`src/gtb_pkg.sv`:
```
// Shared types and constants for the glyph text blitter.
// Used by gtb_front, gtb_queue, gtb_back and glyph_text_blitter_top.
`timescale 1ns / 1ps

package gtb_pkg;

   // input item kinds (req_tuser)
   localparam logic [1:0] OP_CHAR      = 2'd0;
   localparam logic [1:0] OP_SAMPLE    = 2'd1;
   localparam logic [1:0] OP_PEN_RESET = 2'd2;

   // character codes with special meaning
   localparam logic [20:0] CODE_TAB     = 21'd9;
   localparam logic [20:0] CODE_NEWLINE = 21'd10;
   localparam logic [20:0] CODE_CR      = 21'd13;
   localparam logic [20:0] CODE_SPACE   = 21'd32;

   localparam logic [7:0]  MIN_INK_ALPHA = 8'd16;
   localparam logic [15:0] PIXEL_OPAQUE  = 16'h8000;

   // register indexes on the csr port
   localparam logic [2:0] REG_MARGIN_LEFT    = 3'd0;
   localparam logic [2:0] REG_MARGIN_TOP     = 3'd1;
   localparam logic [2:0] REG_MARGIN_RIGHT   = 3'd2;
   localparam logic [2:0] REG_MARGIN_BOTTOM  = 3'd3;
   localparam logic [2:0] REG_LINE_ADVANCE   = 3'd4;
   localparam logic [2:0] REG_FIRST_BASELINE = 3'd5;
   localparam logic [2:0] REG_TEXT_COLOR     = 3'd6;

   localparam logic [7:0]  RST_LINE_ADVANCE   = 8'd16;
   localparam logic [8:0]  RST_FIRST_BASELINE = 9'd12;
   localparam logic [14:0] RST_TEXT_COLOR     = 15'h7FFF;

   localparam int QUEUE_DEPTH = 4;
   localparam int QPTR_W      = $clog2(QUEUE_DEPTH);

   typedef enum logic [2:0] {
      CMD_NOP       = 3'd0,
      CMD_NEWLINE   = 3'd1,
      CMD_PRINT     = 3'd2,
      CMD_SAMPLE    = 3'd3,
      CMD_PEN_RESET = 3'd4
   } cmd_kind_type;

   typedef struct packed {
      cmd_kind_type kind;
      logic         visible;      // printable glyph that opens a box
      logic [7:0]   advance;
      logic [7:0]   bearing_left;
      logic [7:0]   bearing_top;
      logic [7:0]   glyph_width;
      logic [7:0]   glyph_height;
      logic [7:0]   sample_alpha;
   } cmd_type;

   typedef struct packed {
      logic [7:0]  margin_left;
      logic [7:0]  margin_top;
      logic [7:0]  margin_right;
      logic [7:0]  margin_bottom;
      logic [7:0]  line_advance;
      logic [8:0]  first_baseline;
      logic [14:0] text_color;
   } csr_type;

endpackage

```
`src/glyph_text_blitter_top.sv`:
```
// Glyph text blitter: top level with the csr register file.
// Depends on gtb_pkg, gtb_front, gtb_queue and gtb_back.
//
// Usage: items enter on req_* (req_tuser = opcode: character, alpha sample,
// pen reset; req_tdata = character and glyph fields). Every item yields
// exactly one result item on rsp_* carrying an optional pixel write plus
// the pen position after the item; rsp_tuser flags a pixel write and a
// dropped, wrapped character.
// An accepted item is first written into the command queue; the back end then
// pops it into the result register. Throughput: one item per cycle while
// rsp_tready is high, with a combinational pen/clip/address update in the back end.
// A 4-entry command queue sits between front and back, so req_tready only
// drops when the queue is full, i.e. after the result side has stalled;
// the result register holds its item until rsp_tready.
// Reset (synchronous, active high) empties the queue, drops any pending
// result, closes the glyph box and loads register reset values; the pen
// starts at column 0, row 12. The user must write registers on csr_* only
// while the block is idle; the block itself does not enforce this.
`timescale 1ns / 1ps

module glyph_text_blitter_top #(
   parameter int BUF_WIDTH  = 256,
   parameter int BUF_HEIGHT = 192
) (
   input  logic        clock,
   input  logic        reset,
   input  logic        req_tvalid,
   output logic        req_tready,
   // opcode[1:0]
   input  logic [1:0]  req_tuser,
   // char_code[20:0], printable[21], has_glyph[22], advance[30:23],
   // bearing_left[38:31], bearing_top[46:39], glyph_width[54:47],
   // glyph_height[62:55], sample_alpha[70:63], zero[71]
   input  logic [71:0] req_tdata,
   output logic        rsp_tvalid,
   input  logic        rsp_tready,
   // write_enable[0], wrapped[1]
   output logic [1:0]  rsp_tuser,
   // pixel_address[15:0], pixel_value[31:16], alpha_value[39:32],
   // pen_column[55:40], pen_row[71:56]
   output logic [71:0] rsp_tdata,
   input  logic        csr_we,
   input  logic [2:0]  csr_addr,
   input  logic [14:0] csr_wdata
);
   import gtb_pkg::*;

   csr_type csr_ff;
   cmd_type front_cmd, back_cmd;
   logic    push, pop, q_full, q_empty;

   always_ff @(posedge clock) begin
      if (reset) begin
         csr_ff.margin_left    <= '0;
         csr_ff.margin_top     <= '0;
         csr_ff.margin_right   <= '0;
         csr_ff.margin_bottom  <= '0;
         csr_ff.line_advance   <= RST_LINE_ADVANCE;
         csr_ff.first_baseline <= RST_FIRST_BASELINE;
         csr_ff.text_color     <= RST_TEXT_COLOR;
      end else if (csr_we) begin
         case (csr_addr)
            REG_MARGIN_LEFT:    csr_ff.margin_left    <= csr_wdata[7:0];
            REG_MARGIN_TOP:     csr_ff.margin_top     <= csr_wdata[7:0];
            REG_MARGIN_RIGHT:   csr_ff.margin_right   <= csr_wdata[7:0];
            REG_MARGIN_BOTTOM:  csr_ff.margin_bottom  <= csr_wdata[7:0];
            REG_LINE_ADVANCE:   csr_ff.line_advance   <= csr_wdata[7:0];
            REG_FIRST_BASELINE: csr_ff.first_baseline <= csr_wdata[8:0];
            REG_TEXT_COLOR:     csr_ff.text_color     <= csr_wdata;
            default: ;
         endcase
      end
   end

   gtb_front u_front (
      .req_tvalid (req_tvalid),
      .req_tready (req_tready),
      .req_tuser  (req_tuser),
      .req_tdata  (req_tdata),
      .q_full     (q_full),
      .push       (push),
      .cmd        (front_cmd)
   );

   gtb_queue u_queue (
      .clock    (clock),
      .reset    (reset),
      .push     (push),
      .push_cmd (front_cmd),
      .pop      (pop),
      .pop_cmd  (back_cmd),
      .full     (q_full),
      .empty    (q_empty)
   );

   gtb_back #(
      .BUF_WIDTH  (BUF_WIDTH),
      .BUF_HEIGHT (BUF_HEIGHT)
   ) u_back (
      .clock      (clock),
      .reset      (reset),
      .csr        (csr_ff),
      .q_empty    (q_empty),
      .cmd        (back_cmd),
      .pop        (pop),
      .rsp_tvalid (rsp_tvalid),
      .rsp_tready (rsp_tready),
      .rsp_tuser  (rsp_tuser),
      .rsp_tdata  (rsp_tdata)
   );

endmodule

```
`src/gtb_front.sv`:
```
// Front end: takes request items and classifies them into commands.
// Depends on gtb_pkg.
`timescale 1ns / 1ps

module gtb_front (
   input  logic              req_tvalid,
   output logic              req_tready,
   input  logic [1:0]        req_tuser,
   input  logic [71:0]       req_tdata,
   input  logic              q_full,
   output logic              push,
   output gtb_pkg::cmd_type  cmd
);
   import gtb_pkg::*;

   logic [20:0] char_code;
   logic        printable;
   logic        has_glyph;
   logic        invisible;

   assign char_code = req_tdata[20:0];
   assign printable = req_tdata[21];
   assign has_glyph = req_tdata[22];
   assign invisible = char_code inside {CODE_SPACE, CODE_TAB, CODE_CR};

   assign req_tready = !q_full;
   assign push       = req_tvalid && !q_full;

   always_comb begin
      cmd.advance      = req_tdata[30:23];
      cmd.bearing_left = req_tdata[38:31];
      cmd.bearing_top  = req_tdata[46:39];
      cmd.glyph_width  = req_tdata[54:47];
      cmd.glyph_height = req_tdata[62:55];
      cmd.sample_alpha = req_tdata[70:63];
      cmd.visible      = !invisible && has_glyph &&
                         (cmd.glyph_width != 8'd0) && (cmd.glyph_height != 8'd0);
      case (req_tuser)
         OP_CHAR: begin
            // newline wins regardless of the printable flag
            if (char_code == CODE_NEWLINE) cmd.kind = CMD_NEWLINE;
            else if (printable)            cmd.kind = CMD_PRINT;
            else                           cmd.kind = CMD_NOP;
         end
         OP_SAMPLE:    cmd.kind = CMD_SAMPLE;
         OP_PEN_RESET: cmd.kind = CMD_PEN_RESET;
         default:      cmd.kind = CMD_NOP;
      endcase
   end

endmodule

```
`src/gtb_queue.sv`:
```
// Short command queue between front end and back end.
// Depends on gtb_pkg.
`timescale 1ns / 1ps

module gtb_queue (
   input  logic              clock,
   input  logic              reset,
   input  logic              push,
   input  gtb_pkg::cmd_type  push_cmd,
   input  logic              pop,
   output gtb_pkg::cmd_type  pop_cmd,
   output logic              full,
   output logic              empty
);
   import gtb_pkg::*;

   cmd_type             slot_ff [QUEUE_DEPTH];
   logic [QPTR_W-1:0]   wr_ptr_ff, wr_ptr_in;
   logic [QPTR_W-1:0]   rd_ptr_ff, rd_ptr_in;
   logic [QPTR_W:0]     count_ff, count_in;

   assign full    = (count_ff == (QPTR_W+1)'(QUEUE_DEPTH));
   assign empty   = (count_ff == '0);
   assign pop_cmd = slot_ff[rd_ptr_ff];

   always_comb begin
      wr_ptr_in = push ? wr_ptr_ff + 1'b1 : wr_ptr_ff;
      rd_ptr_in = pop  ? rd_ptr_ff + 1'b1 : rd_ptr_ff;
      count_in  = count_ff;
      if (push && !pop)      count_in = count_ff + 1'b1;
      else if (pop && !push) count_in = count_ff - 1'b1;
   end

   always_ff @(posedge clock) begin
      if (reset) begin
         wr_ptr_ff <= '0;
         rd_ptr_ff <= '0;
         count_ff  <= '0;
      end else begin
         wr_ptr_ff <= wr_ptr_in;
         rd_ptr_ff <= rd_ptr_in;
         count_ff  <= count_in;
      end
   end

   always_ff @(posedge clock) begin
      if (push) slot_ff[wr_ptr_ff] <= push_cmd;
   end

endmodule

```
`src/gtb_back.sv`:
```
// Back end: pen and glyph box state, clipping, address generation and
// the registered result stage. Depends on gtb_pkg.
`timescale 1ns / 1ps

module gtb_back #(
   parameter int BUF_WIDTH  = 256,
   parameter int BUF_HEIGHT = 192
) (
   input  logic              clock,
   input  logic              reset,
   input  gtb_pkg::csr_type  csr,
   input  logic              q_empty,
   input  gtb_pkg::cmd_type  cmd,
   output logic              pop,
   output logic              rsp_tvalid,
   input  logic              rsp_tready,
   output logic [1:0]        rsp_tuser,
   output logic [71:0]       rsp_tdata
);
   import gtb_pkg::*;

   localparam logic [15:0] BW16 = 16'(BUF_WIDTH);

   // architectural state
   logic [15:0] pen_x_ff, pen_x_in;
   logic [15:0] pen_y_ff, pen_y_in;
   logic [15:0] origin_x_ff, origin_x_in;
   logic [15:0] origin_y_ff, origin_y_in;
   logic [7:0]  box_w_ff, box_w_in;
   logic [7:0]  box_h_ff, box_h_in;
   logic [7:0]  col_ff, col_in;
   logic [7:0]  row_ff, row_in;
   logic        active_ff, active_in;

   // result register
   logic        rsp_valid_ff;
   logic        we_ff, we_in;
   logic        wrapped_ff, wrapped_in;
   logic [15:0] addr_ff, addr_in;
   logic [15:0] pix_ff, pix_in;
   logic [7:0]  alpha_ff, alpha_in;

   logic [17:0] wrap_sum, right_lim, bottom_lim, px, py;
   logic [31:0] row_base;
   logic        wrap, inside_box;

   assign pop = !q_empty && (!rsp_valid_ff || rsp_tready);

   always_comb begin
      wrap_sum   = {{2{pen_x_ff[15]}}, pen_x_ff} + {10'b0, cmd.advance};
      right_lim  = 18'(BUF_WIDTH) - {10'b0, csr.margin_right};
      bottom_lim = 18'(BUF_HEIGHT) - {10'b0, csr.margin_bottom};
      wrap       = $signed(wrap_sum) >= $signed(right_lim);
      px         = {{2{origin_x_ff[15]}}, origin_x_ff} + {10'b0, col_ff};
      py         = {{2{origin_y_ff[15]}}, origin_y_ff} + {10'b0, row_ff};
      inside_box = ($signed(px) >= $signed({10'b0, csr.margin_left})) &&
                   ($signed(px) <  $signed(right_lim)) &&
                   ($signed(py) >= $signed({10'b0, csr.margin_top})) &&
                   ($signed(py) <  $signed(bottom_lim)) &&
                   (cmd.sample_alpha >= MIN_INK_ALPHA);
      row_base   = {16'b0, py[15:0]} * {16'b0, BW16};

      pen_x_in    = pen_x_ff;
      pen_y_in    = pen_y_ff;
      origin_x_in = origin_x_ff;
      origin_y_in = origin_y_ff;
      box_w_in    = box_w_ff;
      box_h_in    = box_h_ff;
      col_in      = col_ff;
      row_in      = row_ff;
      active_in   = active_ff;
      we_in       = 1'b0;
      wrapped_in  = 1'b0;
      addr_in     = '0;
      pix_in      = '0;
      alpha_in    = '0;

      case (cmd.kind)
         CMD_NEWLINE: begin
            active_in = 1'b0;
            pen_x_in  = {8'b0, csr.margin_left};
            pen_y_in  = pen_y_ff + {8'b0, csr.line_advance};
         end
         CMD_PRINT: begin
            active_in = 1'b0;
            if (wrap) begin
               // character is dropped, pen goes to the next line
               pen_x_in   = {8'b0, csr.margin_left};
               pen_y_in   = pen_y_ff + {8'b0, csr.line_advance};
               wrapped_in = 1'b1;
            end else begin
               if (cmd.visible) begin
                  origin_x_in = pen_x_ff + {{8{cmd.bearing_left[7]}}, cmd.bearing_left};
                  origin_y_in = pen_y_ff - {{8{cmd.bearing_top[7]}}, cmd.bearing_top};
                  box_w_in    = cmd.glyph_width;
                  box_h_in    = cmd.glyph_height;
                  col_in      = '0;
                  row_in      = '0;
                  active_in   = 1'b1;
               end
               pen_x_in = wrap_sum[15:0];
            end
         end
         CMD_SAMPLE: begin
            if (active_ff) begin
               if (inside_box) begin
                  we_in    = 1'b1;
                  addr_in  = row_base[15:0] + px[15:0];
                  pix_in   = PIXEL_OPAQUE | {1'b0, csr.text_color};
                  alpha_in = cmd.sample_alpha;
               end
               if ({1'b0, col_ff} + 9'd1 >= {1'b0, box_w_ff}) begin
                  col_in = '0;
                  if ({1'b0, row_ff} + 9'd1 >= {1'b0, box_h_ff}) active_in = 1'b0;
                  else                                         row_in = row_ff + 8'd1;
               end else begin
                  col_in = col_ff + 8'd1;
               end
            end
         end
         CMD_PEN_RESET: begin
            pen_x_in = {8'b0, csr.margin_left};
            pen_y_in = {7'b0, csr.first_baseline};
         end
         default: ;
      endcase
   end

   always_ff @(posedge clock) begin
      if (reset) begin
         pen_x_ff     <= '0;
         pen_y_ff     <= {7'b0, RST_FIRST_BASELINE};
         origin_x_ff  <= '0;
         origin_y_ff  <= '0;
         box_w_ff     <= '0;
         box_h_ff     <= '0;
         col_ff       <= '0;
         row_ff       <= '0;
         active_ff    <= 1'b0;
         rsp_valid_ff <= 1'b0;
      end else begin
         if (pop) begin
            pen_x_ff    <= pen_x_in;
            pen_y_ff    <= pen_y_in;
            origin_x_ff <= origin_x_in;
            origin_y_ff <= origin_y_in;
            box_w_ff    <= box_w_in;
            box_h_ff    <= box_h_in;
            col_ff      <= col_in;
            row_ff      <= row_in;
            active_ff   <= active_in;
         end
         if (pop)             rsp_valid_ff <= 1'b1;
         else if (rsp_tready) rsp_valid_ff <= 1'b0;
      end
   end

   always_ff @(posedge clock) begin
      if (pop) begin
         we_ff      <= we_in;
         wrapped_ff <= wrapped_in;
         addr_ff    <= addr_in;
         pix_ff     <= pix_in;
         alpha_ff   <= alpha_in;
      end
   end

   assign rsp_tvalid = rsp_valid_ff;
   assign rsp_tuser  = {wrapped_ff, we_ff};
   // pen fields read the state register, which is updated with the result
   assign rsp_tdata  = {pen_y_ff, pen_x_ff, alpha_ff, pix_ff, addr_ff};

endmodule
```
`config.mk`:
```
export PLATFORM = sky130hd
export DESIGN_NAME = glyph_text_blitter_top
export DESIGN_NICKNAME = d
export VERILOG_FILES = /design/src/gtb_pkg.sv /design/src/glyph_text_blitter_top.sv /design/src/gtb_front.sv /design/src/gtb_queue.sv /design/src/gtb_back.sv
export SDC_FILE = /design/constraint.sdc
export NUM_CORES = 1
export LEC_CHECK = 0
export ABC_AREA = 1
export BUFFER_PORTS_ARGS = -buffer_cell sky130_fd_sc_hd__clkbuf_2
export CAP_MARGIN = 20
export CORE_UTILIZATION = 32
export CTS_CLUSTER_SIZE = 12
export DETAILED_ROUTE_END_ITERATION = 12
export PLACE_DENSITY = 0.52
export REMOVE_ABC_BUFFERS = 1
export SLEW_MARGIN = 30
export SYNTH_ARGS = -nofsm -noshare
export SYNTH_HDL_FRONTEND = slang
export SYNTH_SLANG_ARGS = --single-unit
```
`constraint.sdc`:
```
create_clock -name clock -period 5.04 [get_ports clock]
set_clock_uncertainty 0.05 [all_clocks]
set_input_delay 0.252 -clock clock [delete_from_list [all_inputs] [get_ports clock]]
set_output_delay 0.252 -clock clock [all_outputs]
set_load 0.01 [all_outputs]
```
======== Word-level counts from Yosys, hierarchy flattened ========
Memories as Yosys holds them, arrays and structs flattened. A register that Yosys moved wholly into a read port is not among the register bits.
Cells that the tools add are included.
cells by class
  mux-type cells .......................... 33
  $add $sub $neg .......................... 17
  equal/unequal tests ..................... 23
  reductions and logical operators ........ 46
  bitwise operators ....................... 1
  order comparisons ....................... 8
operators with widths
  operator                                           number
  == test 21 x 4 -> 1 bit (second input constant)    3
  2-to-1 mux 8 bit                                   7
  adder 16 x 9 -> 17 bit                             3
  2-to-1 mux 16 bit                                  3
  case mux 16 bit (3 select lines)                   1
  greater-or-equal comparator 18 x 9 -> 1 bit        2
  < comparator 18 bit                                2
  adder 16 bit                                       2
  case mux 16 bit (2 select lines)                   1
  case mux 8 bit (2 select lines)                    2
  == test 21 x 6 -> 1 bit (second input constant)    1
  AND reduction 2 bit                                10
  adder 8 x 1 -> 9 bit (second input constant)       2
  greater-or-equal comparator 18 bit                 1
  greater-or-equal comparator 9 x 8 -> 1 bit         2
  adder 16 x 8 -> 16 bit                             1
  adder 8 x 1 -> 8 bit (second input constant)       2
  nonzero test 8 bit                                 2
  subtractor 16 bit                                  1
  == test 3 bit (second input constant)              5
  == test 3 x 2 -> 1 bit (second input constant)     4
  logical AND 1 bit                                  11
  2-to-1 mux 1 bit                                   11
  subtractor 9 x 8 -> 10 bit (first input constant)  1
  26 further kinds                                   48
storage, ports and cells
  input port bits ......................... 97
  register bits after elaboration ......... 211
  output and inout bits ................... 76
  memories ................................ 1
  bits in writable memories ............... 208
memories
  name             words  bits a word  rd ports  clocked after Yosys merged registers in  wr ports  line             text
  u_queue.slot_ff  4      52           1         1                                        1         gtb_queue.sv:17  cmd_type slot_ff [QUEUE_DEPTH];

======== Depth between registers and ports, before layout ========
  depth in word-level cells ............... 7
  mapped depth ............................ 31
  depth with buffers taken out ............ 26

======== Hierarchy ========
A second synthesis with hierarchy kept.
unflattened totals
  cells, all modules ...................... 2652
  area, all modules ....................... 23221.0 µm²
by module, submodules not included
  module                  area each (µm²)  sequential area each (µm²)  instances  cells each
  gtb_back                11408.4          3193.1                      1          1628
  gtb_queue               8705.8           6426.2                      1          560
  glyph_text_blitter_top  2473.6           1281.2                      1          351
  gtb_front               633.1            0.0                         1          113

======== Least setup slack after synthesis ========
OpenSTA, ideal clock, no wires.
  kind .................................... reg-to-reg
  start point ............................. register (tool-made name)
  end point ............................... register u_back.origin_x_ff[11]
  data arrival time ....................... 3.952 ns
  setup slack ............................. 0.968 ns
  path buffers ............................ 6
  required time ........................... 4.920 ns
  period minus slack after synthesis ...... 4.072 ns
  library setup time ...................... 0.070 ns
  stages on the path, launching flop included .. 29
  path through ............................ dfxtp_1 -> inv_2 -> buf_6 -> buf_4 -> clkbuf_1 -> clkbuf_1 -> o21ai_0 -> o22ai_1 -> ha_1 -> fa_1 -> nand3_1 -> nand3_1 -> xor2_1 -> ha_1 -> nand2_1 -> nor2_1 -> nor2_1 -> nand3_1 -> nand3_1 -> nand2_1 -> nand3_1 -> nand2_1 -> nor2_1 -> nand2_1 -> nand2_2 -> nand3_2 -> buf_2 -> buf_2 -> a21oi_1
RTL lines
  element               line             text
  end signal, assigned  gtb_back.sv:145  origin_x_ff <= origin_x_in;
  end, declared         gtb_back.sv:27   logic [15:0] origin_x_ff, origin_x_in;

==> impl_results.md <==
- Outcome: finished, final reports clean
- Routability Congestion: 0.882
- CTS root buffer: clkbuf_16
- Post-DP Area: around 0.024 mm^2
- Row count: 95
- Slowest stage delay, CP: 0.52 ns
- Utilization after layout: 38.4%
- Ranking of synthesized cells by area: edfxtp_1, dfxtp_1, nand2_1
- Setup TNS: 0 ns
- Post-route total power: around 0.014 W
- Post-synth top area share: about a third
- Final Hold Viols: 0
- CORE AREA: 0.0674 mm^2
- Worst slew pin tran: between 0.8 and 0.9 ns
- Leakage: about 11 nW
- Die Area: 0.0695 mm^2
- Slew Viols, Final: 0
- CP most frequent cell: nand2_1
- Final min period: around 4.4 ns
- H-tree depth: 2
- Psw: around 0.0058 W
- Critical path buffers and inverters: 2
- Router iterations before antenna repair: 5
- Sw Share: about two fifths
- Crit path capture type: flop
- CTS tree: done
- Critical path depth: 23
- Mapped Area: ~0.022 mm^2
- Hold Crit Class: input port to flop
- Drt total wl: 60.0 mm
- Total clock sinks: 420
- Mean Syn Cell Area: 8.81 um^2
- Max IR drop VDD: between 0.2 and 0.25 mV
- Die Ht: 264 um
- Die width: 264 um
- Worst path arrival time: 4.88 ns
- CP required: between 5 and 6 ns
- Clock share of power: roughly a quarter
- Int Pwr: around 0.0083 W
- Initial Util: approximately a third
- Pwr/cell area: 545 mW/mm^2
- Vias in the first global route: 17100
- Finished Cell Area: 0.0259 mm^2
- Clk_lat worst skew: 0.60 ns
- Post-synthesis to final-layout area growth: 18.1%
- YS warnings: 0
- Logic pwr share: 43.1%
- R2r worst-path depth: 23
- Top FF cell, synth: edfxtp_1
- Reg area: around 0.011 mm^2
- Final number of setup-violating endpoints: 0
- Clock Tree Buf Depth: 3
- Initial antenna violation count: 0
- Total setup buffers inserted after CTS: 0
- GRT Overall Usage: 17.1%
- Hold depth: 3
- TritonCTS buffer count: 48
- Clock-pin slew on the worst setup and hold paths: 0.06 ns
- Final worst-path cycle share: 87.4%
- Share of layout cells above drive strength 1: 11.5%
- Ports: 173
- Seq cells post-synth: 420
- Setup Slack @ Placement: between 0.4 and 0.5 ns
- Final net count: between 2000 and 3000
- Critical-path top delay cell: dfxtp_1
- FFs w/ async S/R, synth: 0%
- First-pass GRT wire length: 93.9 mm
- Total number of vias: approximately 18000
- Drt initial violations: 935
- DRC errors left: 0
- CP delay by family, top: simple AND/OR/NAND/NOR gates
- Slew margin rel.: 46.3%
- Fmax: between 200 and 250 MHz
- Sequential share of power: 32.3%
- Sequential area share after synthesis: roughly half
- Max Cap Viol: 0
- Worst setup margin: roughly 0.64 ns
- Final global-route overflow total: 0
- Routed WL per cell: 16.6 um
- # diodes: 0
- RSZ-0062 raised after global routing: false
- Synth area leader: edfxtp_1
- Antenna-violating nets left: 0
- CP cell instances: o21ai_0 > o22ai_1 > ha_1 > a21oi_1 > nand2_1 > xor2_1 > ha_1 > a21oi_1 > nor2_1 > nor2_1 > nand3_1 > nand3_1 > nand2_1 > nand3_1 > nand2_1 > nor2_1 > nand2_1 > nand2_2 > nand3_2 > inv_2 > buf_12 > nand2_1 > a21oi_1
- Fillers: approximately 6700
- Worst setup path class: flop to flop
- PortBufs: 171
- Post-synth EDFFs: 249
- Largest net degree at the start of global routing: 60
- Multi-input gate area: 0.00960 mm^2
- Synthesized instance count: approximately 2500
- Avg Vias per Cell: 4.86
- Startpoint types: flop
- Post-detail-place hpwl: ~44 mm
- CP Max Fanout: 26
- Library cells used by synthesis: 54
cell usage after synthesis (3+ instances only):
master and number:
nand2_2 5, edfxtp_1 249, nor4_1 8, nand3_2 3
clkbuf_1 55, xnor2_1 18, buf_6 7, inv_2 10
a21oi_1 222, a31oi_1 13, ha_1 138, inv_1 257
nand3_1 126, buf_4 8, nor2_2 3, o31ai_1 5
a21boi_0 4, dfxtp_1 171, nand2_1 499, nor2_4 11
nor3_1 26, o21ai_0 179, buf_1 3, or2_2 6
a32o_1 10, xor2_1 73, o211ai_1 20, nand4_1 26
nor2_1 240, buf_2 10, o21bai_1 5, o22ai_1 33
fa_1 7, nand3b_1 7
worst register-to-register path: stages (launching register included):
cell     delay [ns]
dfxtp_1        0.52
o21ai_0        0.15
o22ai_1        0.38
ha_1           0.38
a21oi_1        0.23
nand2_1        0.17
xor2_1         0.36
ha_1           0.32
a21oi_1        0.17
nor2_1         0.05
nor2_1         0.09
nand3_1        0.11
nand3_1        0.08
nand2_1        0.08
nand3_1        0.08
nand2_1        0.06
nor2_1         0.08
nand2_1        0.08
nand2_2        0.11
nand3_2        0.11
inv_2          0.22
buf_12         0.22
nand2_1        0.09
a21oi_1        0.14
metrics by stage:
| step | cells | hold WS [ns] |
|---|---|---|
| floorplan | 2400 | 0.271 |
| global placement | 3475 | 0.389 |
| detailed placement | 3475 | 0.395 |
| CTS | 3620 | 0.00953 |
| global route | 3620 | 0.0284 |
| finish | 3620 | 0.0465 |
kinds of logic (layout without fill, tap and decap cells):
group | Yosys count | after routing | share of synthesized area (%)
buf+inv | 353 | 616 | 6.54
xor+xnor | 91 | 91 | 3.64
fa+ha+maj | 145 | 145 | 8.53
compound gates | 506 | 506 | 12.7
simple gates | 969 | 969 | 18.8
flops | 420 | 420 | 49.8
flip-flops by register name, indices dropped and copies added (netlist names), 3 cells and up, named ones only:
register,cells
csr_ff,64
u_back.addr_ff,16
u_back.alpha_ff,8
u_back.box_h_ff,8
u_back.box_w_ff,8
u_back.col_ff,8
u_back.origin_x_ff,16
u_back.origin_y_ff,16
u_back.pen_x_ff,16
u_back.pen_y_ff,16
u_back.pix_ff,16
u_back.row_ff,8
u_queue.count_ff,3
u_queue.slot_ff,208
cell type report:
class / count / share of cell area, %
inverter: 269 / 3.91
clock inverter: 18 / 0.861
clock buffer: 68 / 5.13
timing repair buffer: 261 / 6.56
tap: 873 / 4.22
sequential: 420 / 42.2
multi-input combinational: 1711 / 37.1
path summary, 6_finish.rpt:
path / from / endpoint / slack, ns
worst min register to register: csr_ff[20]$_SDFFE_PP0P_ / csr_ff[20]$_SDFFE_PP0P_ / 0.40
worst max-delay path: flop / u_back.box_w_ff[3]$_SDFFE_PP0P_ / 0.64
worst max register to register: flop / u_back.box_w_ff[3]$_SDFFE_PP0P_ / 0.64
worst min-delay path: csr_wdata[3] / csr_ff[3]$_SDFFE_PP1P_ / 0.05
cells in the final DEF, fill, tap and decap left out, types with 7 or more instances in the layout:
master / count
nor3_1: 26
clkbuf_16: 49
clkbuf_1: 16
nand4_1: 26
fa_1: 7
nand3b_1: 7
nand2_1: 499
buf_4: 29
ha_1: 138
nor2_4: 15
a32o_1: 10
o211ai_1: 20
clkbuf_2: 171
nor4_1: 8
o21ai_0: 179
clkinv_1: 7
dlygate4sd3_1: 59
a21oi_1: 222
clkinv_2: 7
o22ai_1: 33
nand3_1: 126
nor2_1: 235
inv_2: 10
dfxtp_1: 170
edfxtp_1: 249
xnor2_1: 18
a31oi_1: 13
xor2_1: 73
inv_1: 256
power by group through the flow:
stage | clock network (W) | registers [W] | logic, W
after detailed placement | 0 | 0.00464 | 0.00609
after floorplan | 0 | 0.00470 | 0.00396
after CTS | 0.00356 | 0.00457 | 0.00616
after global placement | 0 | 0.00463 | 0.00600
final | 0.00345 | 0.00456 | 0.00608
after global routing | 0.00369 | 0.00462 | 0.00690
timing repair:
action | in CTS | in global routing
hold buffers | 59 | 0
setup endpoints to repair | 0 | 1
gates resized for setup | 0 | 1
hold endpoints to repair | 214 | 0
per-layer routing:
layer  GRT usage (%)  wire, um  share of wire (%)
met1            21.8     26500                 44
met2            29.6     29200                 49
met3            2.57      2740                4.6
met4            5.09      1510                2.5
met5               0         0                  0
No activity file was read; power rests on OpenSTA's default activity.
